$ cat config.mk
export PLATFORM = sky130hd
export DESIGN_NAME = backslash_escape_decoder_top
export DESIGN_NICKNAME = d
export VERILOG_FILES = /design/src/rtl/core/bed_pkg.sv /design/src/rtl/core/bed_decode.sv /design/src/rtl/core/bed_outbuf.sv /design/src/rtl/core/backslash_escape_decoder_top.sv
export SDC_FILE = /design/constraint.sdc
export NUM_CORES = 1
export LEC_CHECK = 0
export ABC_AREA = 1
export BUFFER_PORTS_ARGS = -buffer_cell sky130_fd_sc_hd__buf_2
export CAP_MARGIN = 20
export CORE_ASPECT_RATIO = 1.75
export CORE_MARGIN = 5
export CORE_UTILIZATION = 60
export CTS_CLUSTER_DIAMETER = 60
export CTS_CLUSTER_SIZE = 24
export DETAILED_ROUTE_END_ITERATION = 8
export PLACE_DENSITY = 0.87
export SETUP_SLACK_MARGIN = 0.4
export SYNTH_ARGS = -nofsm -noshare
export SYNTH_HDL_FRONTEND = slang
export SYNTH_HIERARCHICAL = 1
export SYNTH_SLANG_ARGS = --single-unit
$ cat constraint.sdc
create_clock -name clk_i -period 11.4 [get_ports clk_i]
set_clock_uncertainty 0.2 [all_clocks]
set_input_delay 1.14 -clock clk_i [delete_from_list [all_inputs] [get_ports clk_i]]
set_output_delay 1.14 -clock clk_i [all_outputs]
set_load 0.005 [all_outputs]
$ cat src/rtl/core/bed_pkg.sv
package bed_pkg;

  // Character codes used by the escape decoder
  localparam logic [7:0] ChrBsl   = 8'h5c;
  localparam logic [7:0] ChrZero  = 8'h30;
  localparam logic [7:0] ChrSeven = 8'h37;
  localparam logic [7:0] CaseBit  = 8'h20;
  localparam logic [7:0] LowX     = 8'h78;
  localparam logic [7:0] LowU     = 8'h75;
  localparam logic [7:0] LowC     = 8'h63;

  // Most result items one input item can cause
  localparam int unsigned MaxRes = 4;
  localparam int unsigned CntW   = $clog2(MaxRes + 1);

  // Short ordered list of output bytes
  typedef struct packed {
    logic [CntW-1:0]          cnt;
    logic [MaxRes-1:0][7:0]   data;
  } seq_t;

  // All result items of one input item
  typedef struct packed {
    logic [CntW-1:0]          cnt;
    logic [MaxRes-1:0][7:0]   data;
    logic                     has;
    logic                     last;
  } res_t;

  // Hex digit value in the low nibble, bit 4 set for a non-digit
  function automatic logic [4:0] hex_val(input logic [7:0] b);
    logic [4:0] v;
    v = 5'h10;
    if (b >= 8'h30 && b <= 8'h39) begin
      v = {1'b0, b[3:0]};
    end else if ((b >= 8'h61 && b <= 8'h66) || (b >= 8'h41 && b <= 8'h46)) begin
      v = {1'b0, b[3:0] + 4'd9};
    end
    return v;
  endfunction

  // Letter escapes to control codes, other bytes unchanged
  function automatic logic [7:0] letter_code(input logic [7:0] b);
    logic [7:0] r;
    case (b | CaseBit)
      8'h61:   r = 8'd7;
      8'h62:   r = 8'd8;
      8'h65:   r = 8'd27;
      8'h66:   r = 8'd12;
      8'h6e:   r = 8'd10;
      8'h72:   r = 8'd13;
      8'h74:   r = 8'd9;
      8'h76:   r = 8'd11;
      default: r = b;
    endcase
    return r;
  endfunction

  function automatic seq_t seq_one(input logic [7:0] b);
    seq_t s;
    s = '0;
    s.cnt = CntW'(1);
    s.data[0] = b;
    return s;
  endfunction

  // UTF-8 encoding of a 16-bit code point
  function automatic seq_t utf8(input logic [15:0] x);
    seq_t s;
    s = '0;
    if (|(x & 16'hf800)) begin
      s.cnt = CntW'(3);
      s.data[0] = 8'he0 | {4'h0, x[15:12]};
      s.data[1] = 8'h80 | {2'b00, x[11:6]};
      s.data[2] = 8'h80 | {2'b00, x[5:0]};
    end else if (|(x & 16'hff80)) begin
      s.cnt = CntW'(2);
      s.data[0] = 8'hc0 | {3'b000, x[10:6]};
      s.data[1] = 8'h80 | {2'b00, x[5:0]};
    end else begin
      s.cnt = CntW'(1);
      s.data[0] = x[7:0];
    end
    return s;
  endfunction

  // Append b after a, keeping at most MaxRes bytes
  function automatic seq_t seq_cat(input seq_t a, input seq_t b);
    seq_t r;
    logic [CntW-1:0] idx;
    logic [CntW:0] sum;
    r = '0;
    for (int i = 0; i < MaxRes; i++) begin
      idx = CntW'(i) - a.cnt;
      if (CntW'(i) < a.cnt) begin
        r.data[i] = a.data[i];
      end else begin
        r.data[i] = b.data[idx[$clog2(MaxRes)-1:0]];
      end
    end
    sum = {1'b0, a.cnt} + {1'b0, b.cnt};
    r.cnt = (sum > (CntW + 1)'(MaxRes)) ? CntW'(MaxRes) : sum[CntW-1:0];
    return r;
  endfunction

endpackage

$ cat src/rtl/core/bed_decode.sv
module bed_decode (
  input  logic          clk_i,
  input  logic          rst_ni,
  input  logic          fire_i,
  input  logic [7:0]    byte_i,
  input  logic          last_i,
  output bed_pkg::res_t res_o
);

  typedef enum logic [3:0] {
    PhIdle = 4'd0,
    PhBsl  = 4'd1,
    PhCtrl = 4'd2,
    PhOct1 = 4'd3,
    PhOct2 = 4'd4,
    PhHex0 = 4'd5,
    PhHex1 = 4'd6,
    PhU0   = 4'd7,
    PhU1   = 4'd8,
    PhU2   = 4'd9,
    PhU3   = 4'd10
  } phase_e;

  phase_e        phase_q, phase_d, phase_n;
  logic [15:0]   acc_q, acc_d, acc_n;
  logic [7:0]    letter_q, letter_d, letter_n;

  logic          retry;
  logic [7:0]    oct;
  logic [7:0]    acc8;
  logic [15:0]   acc16;
  logic [4:0]    hv;
  bed_pkg::seq_t p1, p2, fl, tail, all_s;

  // First pass over the byte from the current phase
  always_comb begin
    p1       = '0;
    retry    = 1'b0;
    phase_d  = PhIdle;
    acc_d    = '0;
    letter_d = '0;
    oct      = byte_i ^ bed_pkg::ChrZero;
    acc8     = {acc_q[4:0], oct[2:0]};
    hv       = bed_pkg::hex_val(byte_i);
    acc16    = {acc_q[11:0], hv[3:0]};
    case (phase_q)
      PhBsl: begin
        if (byte_i >= bed_pkg::ChrZero && byte_i <= bed_pkg::ChrSeven) begin
          acc_d   = {13'b0, byte_i[2:0]};
          phase_d = PhOct1;
        end else if ((byte_i | bed_pkg::CaseBit) == bed_pkg::LowX) begin
          letter_d = byte_i;
          phase_d  = PhHex0;
        end else if ((byte_i | bed_pkg::CaseBit) == bed_pkg::LowU) begin
          letter_d = byte_i;
          phase_d  = PhU0;
        end else if ((byte_i | bed_pkg::CaseBit) == bed_pkg::LowC) begin
          phase_d = PhCtrl;
        end else if (byte_i[7]) begin
          p1 = bed_pkg::seq_one(byte_i);
        end else begin
          p1 = bed_pkg::seq_one(bed_pkg::letter_code(byte_i));
        end
      end
      PhCtrl: begin
        p1 = bed_pkg::seq_one({3'b000, byte_i[4:0]});
      end
      PhOct1, PhOct2: begin
        if (|oct[7:3]) begin
          p1    = bed_pkg::seq_one(acc_q[7:0]);
          retry = 1'b1;
        end else if (phase_q == PhOct2) begin
          p1 = bed_pkg::seq_one(acc8);
        end else begin
          acc_d    = {8'h00, acc8};
          letter_d = letter_q;
          phase_d  = PhOct2;
        end
      end
      PhHex0, PhU0: begin
        if (hv[4]) begin
          p1    = bed_pkg::seq_one(letter_q);
          retry = 1'b1;
        end else begin
          acc_d    = {12'h000, hv[3:0]};
          letter_d = letter_q;
          phase_d  = (phase_q == PhHex0) ? PhHex1 : PhU1;
        end
      end
      PhHex1: begin
        if (hv[4]) begin
          p1    = bed_pkg::seq_one(acc_q[7:0]);
          retry = 1'b1;
        end else begin
          p1 = bed_pkg::seq_one({acc_q[3:0], hv[3:0]});
        end
      end
      PhU1, PhU2, PhU3: begin
        if (hv[4]) begin
          p1    = bed_pkg::utf8(acc_q);
          retry = 1'b1;
        end else if (phase_q == PhU3) begin
          p1 = bed_pkg::utf8(acc16);
        end else begin
          acc_d    = acc16;
          letter_d = letter_q;
          phase_d  = (phase_q == PhU1) ? PhU2 : PhU3;
        end
      end
      default: begin
        if (byte_i == bed_pkg::ChrBsl) begin
          phase_d = PhBsl;
        end else begin
          p1 = bed_pkg::seq_one(byte_i);
        end
      end
    endcase

    // Handle the byte that ended a numeric escape afresh from idle
    p2 = '0;
    if (retry) begin
      if (byte_i == bed_pkg::ChrBsl) begin
        phase_d = PhBsl;
      end else begin
        p2 = bed_pkg::seq_one(byte_i);
      end
    end
  end

  // Flush an escape still open at the end of the string
  always_comb begin
    case (phase_d)
      PhOct1, PhOct2, PhHex1: fl = bed_pkg::seq_one(acc_d[7:0]);
      PhHex0, PhU0:           fl = bed_pkg::seq_one(letter_d);
      PhU1, PhU2, PhU3:       fl = bed_pkg::utf8(acc_d);
      default:                fl = '0;
    endcase
  end

  // Gather the result items of this byte
  always_comb begin
    if (retry) begin
      tail = p2;
    end else if (last_i) begin
      tail = fl;
    end else begin
      tail = '0;
    end
    all_s      = bed_pkg::seq_cat(p1, tail);
    res_o.data = all_s.data;
    res_o.has  = (all_s.cnt != '0);
    res_o.last = last_i;
    if (all_s.cnt == '0 && last_i) begin
      res_o.cnt = bed_pkg::CntW'(1);
    end else begin
      res_o.cnt = all_s.cnt;
    end
  end

  // Drop back to idle at the end of the string
  always_comb begin
    if (last_i) begin
      phase_n  = PhIdle;
      acc_n    = '0;
      letter_n = '0;
    end else begin
      phase_n  = phase_d;
      acc_n    = acc_d;
      letter_n = letter_d;
    end
  end

  // Hold the escape state, advance on each decoded item
  always_ff @(posedge clk_i or negedge rst_ni) begin
    if (!rst_ni) begin
      phase_q  <= PhIdle;
      acc_q    <= '0;
      letter_q <= '0;
    end else if (fire_i) begin
      phase_q  <= phase_n;
      acc_q    <= acc_n;
      letter_q <= letter_n;
    end
  end

endmodule

$ cat src/rtl/core/bed_outbuf.sv
module bed_outbuf (
  input  logic          clk_i,
  input  logic          rst_ni,
  input  logic          load_i,
  input  bed_pkg::res_t res_i,
  output logic          ready_o,
  output logic          out_valid_o,
  input  logic          out_stall_i,
  output logic [7:0]    out_byte_o,
  output logic          has_byte_o,
  output logic          out_last_o
);

  logic [bed_pkg::CntW-1:0]               cnt_q;
  logic [bed_pkg::MaxRes-1:0][7:0]        data_q;
  logic                                   has_q;
  logic                                   last_q;
  logic                                   take;

  assign out_valid_o = (cnt_q != '0);
  assign take        = out_valid_o && !out_stall_i;
  assign ready_o     = (cnt_q == '0) || (cnt_q == bed_pkg::CntW'(1) && take);

  assign out_byte_o  = data_q[0];
  assign has_byte_o  = has_q;
  assign out_last_o  = last_q && (cnt_q == bed_pkg::CntW'(1));

  // Count of items still to deliver
  always_ff @(posedge clk_i or negedge rst_ni) begin
    if (!rst_ni) begin
      cnt_q <= '0;
    end else if (load_i) begin
      cnt_q <= res_i.cnt;
    end else if (take) begin
      cnt_q <= cnt_q - bed_pkg::CntW'(1);
    end
  end

  // Load a new group of items, shift one out per delivered item
  always_ff @(posedge clk_i) begin
    if (load_i) begin
      data_q <= res_i.data;
      has_q  <= res_i.has;
      last_q <= res_i.last;
    end else if (take) begin
      data_q <= {8'h00, data_q[bed_pkg::MaxRes-1:1]};
    end
  end

endmodule

$ cat src/rtl/core/backslash_escape_decoder_top.sv
// A result item is presented once its input item has passed the input register
// and been loaded into the output buffer.
// Throughput: one input item per cycle while each item yields at most one result
// and the output is not stalled. An item with n results (up to four, e.g. a
// three-byte UTF-8 sequence) holds the output buffer, and input is stalled until
// the last one is taken. Reset (rst_ni, asynchronous, active low) empties both
// stages and returns the escape state to idle.
module backslash_escape_decoder_top (
  input  logic       clk_i,
  input  logic       rst_ni,
  input  logic       in_valid_i,
  output logic       in_stall_o,
  input  logic [7:0] in_byte_i,
  input  logic       in_last_i,
  output logic       out_valid_o,
  input  logic       out_stall_i,
  output logic [7:0] out_byte_o,
  output logic       has_byte_o,
  output logic       out_last_o
);

  logic          in_vld_q;
  logic [7:0]    in_byte_q;
  logic          in_last_q;
  logic          accept;
  logic          advance;
  logic          ob_ready;
  bed_pkg::res_t res;

  assign advance    = in_vld_q && ob_ready;
  assign in_stall_o = in_vld_q && !ob_ready;
  assign accept     = in_valid_i && !in_stall_o;

  // Input register valid
  always_ff @(posedge clk_i or negedge rst_ni) begin
    if (!rst_ni) begin
      in_vld_q <= 1'b0;
    end else if (accept) begin
      in_vld_q <= 1'b1;
    end else if (advance) begin
      in_vld_q <= 1'b0;
    end
  end

  // Capture the accepted item
  always_ff @(posedge clk_i) begin
    if (accept) begin
      in_byte_q <= in_byte_i;
      in_last_q <= in_last_i;
    end
  end

  bed_decode u_decode (
    .clk_i  (clk_i),
    .rst_ni (rst_ni),
    .fire_i (advance),
    .byte_i (in_byte_q),
    .last_i (in_last_q),
    .res_o  (res)
  );

  bed_outbuf u_outbuf (
    .clk_i       (clk_i),
    .rst_ni      (rst_ni),
    .load_i      (advance && (res.cnt != '0)),
    .res_i       (res),
    .ready_o     (ob_ready),
    .out_valid_o (out_valid_o),
    .out_stall_i (out_stall_i),
    .out_byte_o  (out_byte_o),
    .has_byte_o  (has_byte_o),
    .out_last_o  (out_last_o)
  );

endmodule

==> flow_metrics.tcl <==
set metrics [dict create \
    die-area_um2 12230 \
    status "finished clean" \
    dieHeight_um 142.6 \
    r2r_cells 23 \
    cts_hold_buf 0 \
    cp_max_fo 37 \
    drv_cap 0 \
    period_needed_ps 5927 \
    setup-violations-final 0 \
    die_x_um 85.76 \
    fin_crit_sh 0.5199 \
    tns_ps 0 \
    hpwl_um 16770 \
    syn2layout_area_growth_pct 6.873 \
    powerDensity_nw_per_um2 182.9 \
    whs_path_depth 2 \
    place_congestion 1.084 \
    postPlaceCellArea_um2 6091 \
    clk_pin_slew_ps 60 \
    final_area_um2 6440 \
    cp-start-kind "flop" \
    syn_area_um2 6026 \
    cts.path.max_buffers 2 \
    rsz0062_at_grt "no" \
    via_count 6575 \
    hold_class "reg -> reg" \
    routed_wirelength_um 22080 \
    syn_area_per_cell_um2 6.879 \
    antenna_cells 0 \
    worst_hold_slack_ps 319.9 \
    clockRootBuffer "clkbuf_16" \
    cp-end-kind "flop" \
    r2r_start "in_byte_q[1]" \
    critPathMaxStageDelay_ps 510 \
    leakage_nw 2.971 \
    initial_core_util 0.6118 \
    pin_count 25 \
    antenna_found_initial 0 \
    worstMarginPinSlew_ps 1026 \
    finalMaxSlewViolations 0 \
    critPathSlowestCell "edfxtp_1" \
    drc 0 \
    ir_drop_mv 0.1928 \
    numCtsBuffers 9 \
    max_freq_mhz 168.7 \
    num_rows 48 \
    fp.coreArea_um2 9849 \
    grt_first_pass_wirelength_um 34120 \
    port_buffers 24 \
    cts_tree "built" \
    crit_type "reg -> reg" \
    grt-ovfl-total 0 \
    grt_max_degree 40 \
    pre_cts_ws_ps 5627 \
    grt_pass1_vias 6355 \
    cp.arrival_ps 5710 \
    cts_setup_buffers 0 \
    finalPower_mw 1.178 \
    synth-main-ff-cell "edfxtp_1" \
    slew_headroom 0.3154 \
    post-route-util 0.6538 \
    ys_types 47 \
    synth_edf_count 43 \
    dr.pass1.iters 8 \
    htreeDepth 3 \
    synthArstFlopShare 0.4267 \
    yosysWarnings 6 \
    cts_resized 0 \
    nets 905 \
    crit_chain "inv_1, ha_1, nor2_1, nor2_1, o21ai_2, nand2_4, inv_2, nand2_2, inv_1, nor4_1, nand2_1, nand2_2, inv_2, ha_1, fa_1, inv_1, nand2_1, or2_2, o22ai_1, nor2_1, a21oi_2, inv_2, nand2_4" \
    drt-initial-drc-count 796 \
    drive_gt1_frac 0.09040 \
    ys_seq_area_frac 0.3472 \
    synth_seq_cells 75 \
    setup.worst_path.start "in_byte_q[1]" \
    syn_nets 901 \
    cts.sinks 75 \
    syn_inst 876 \
    wire_per_inst_um 21.86 \
    cp_data_required_time_ps 11180 \
    setup_ws_ps 5473 \
    track_usage 0.3684 \
    hold_start "u_outbuf/data_q[12]" \
    dp.cells 994 \
    avgViaCountPerCell 6.510 \
    clk_latency_ps 340 \
    finalHoldViolCount 0 \
    ant_nets 0 \
    stdcell_count 1010 \
]
## placed cells by master, fill, tap and decap left out, types with 6 or more instances in the layout
master	Yosys	routed
a21oi_1	48	48
buf_2	4	24
clkbuf_16	0	9
dfrtp_1	32	32
edfxtp_1	43	43
ha_1	11	11
inv_1	111	111
inv_2	7	7
nand2_1	246	246
nand2_2	6	6
nand3_1	49	49
nand4_1	6	6
nor2_1	82	82
nor2_2	6	6
nor3_1	10	10
o211ai_1	17	17
o21ai_0	50	50
o21ai_1	13	13
o221ai_1	13	13
o22ai_1	40	40
## state kept, by name, summed over array words and instances (netlist names)
signal	count
u_outbuf/data_q	24
u_decode/acc_q	16
in_byte_q	8
u_decode/letter_q	8
u_outbuf/out_byte_o	8
u_decode/phase_q	4
u_outbuf/cnt_q	3
in_last_q	1
in_vld_q	1
u_outbuf/has_byte_o	1
u_outbuf/last_q	1
## metal layers
metal,part of all wire,global-route usage,vias to the layer above
li1,-,-,2964
met3,0.096,0.08517,179
met2,0.48,0.6160,491
met4,0.097,0.2744,0
met1,0.33,0.4005,2941
met5,0,0,-
## path summary, 6_finish.rpt
path,endpoint,slack (ps)
hold / removal,u_outbuf/out_byte_o[4],320
max in group asynchronous,u_decode/letter_q[3],9850
setup / recovery,u_outbuf/out_byte_o[5],5470
setup reg to reg,u_outbuf/out_byte_o[5],5470
min in group asynchronous,u_decode/acc_q[12],660
hold reg to reg,u_outbuf/out_byte_o[4],320
## cells in the mapped netlist, drive strengths merged, types with 2 or more instances
master   count  share of area
a211oi       4         0.0050
a21oi       51          0.044
a22oi        2         0.0025
a31oi        4         0.0042
buf         26          0.034
clkbuf       9         0.0056
clkinv       4         0.0027
dfrtp       32           0.13
edfxtp      43           0.21
ha          11          0.023
inv        118          0.074
nand2      256           0.17
nand3       50          0.042
nand4        6         0.0062
nor2        91          0.063
nor3        10         0.0083
o2111ai      4         0.0058
o211ai      17          0.021
o21ai       67          0.058
o21bai       2         0.0025
o221ai      13          0.019
o22ai       40          0.042
o32ai        3         0.0044
or2          2         0.0021
xor2         2         0.0029
## area by class of cell
cell class / instances / area [µm²]
Multi-Input combinational cell: 644 / 3233
Tap cell: 125 / 156.4
Inverter: 122 / 459.2
Clock inverter: 7 / 123.9
Timing Repair Buffer: 28 / 150.1
Sequential cell: 75 / 2092
Fill cell: 909 / 3410
Clock buffer: 9 / 225.2
## cells by family (layout without fill, tap and decap cells)
family	count (synthesis)	in the layout	synth area share
simple gates	418	418	0.2922
compound gates	212	212	0.2153
buf+inv	157	166	0.1163
flops	75	75	0.3472
fa+ha+maj	12	12	0.02616
xor+xnor	2	2	0.002908
## critical path, delay by kind of cell, from the launching register on
kind / cells / cell delay, ps
AND/OR/NAND/NOR: 11 / 2320
buffers and inverters: 6 / 1070
adder cells (fa/ha/maj): 3 / 960
flip-flops: 1 / 510
AO/OA/AOI/OAI: 3 / 460
## report_power, final
group	switching, mW	internal, mW	total [mW]
Clock	0.120	0.216	0.335
Sequential	0.0358	0.407	0.443
Combinational	0.295	0.105	0.399
No activity file was read; power rests on OpenSTA's default activity.
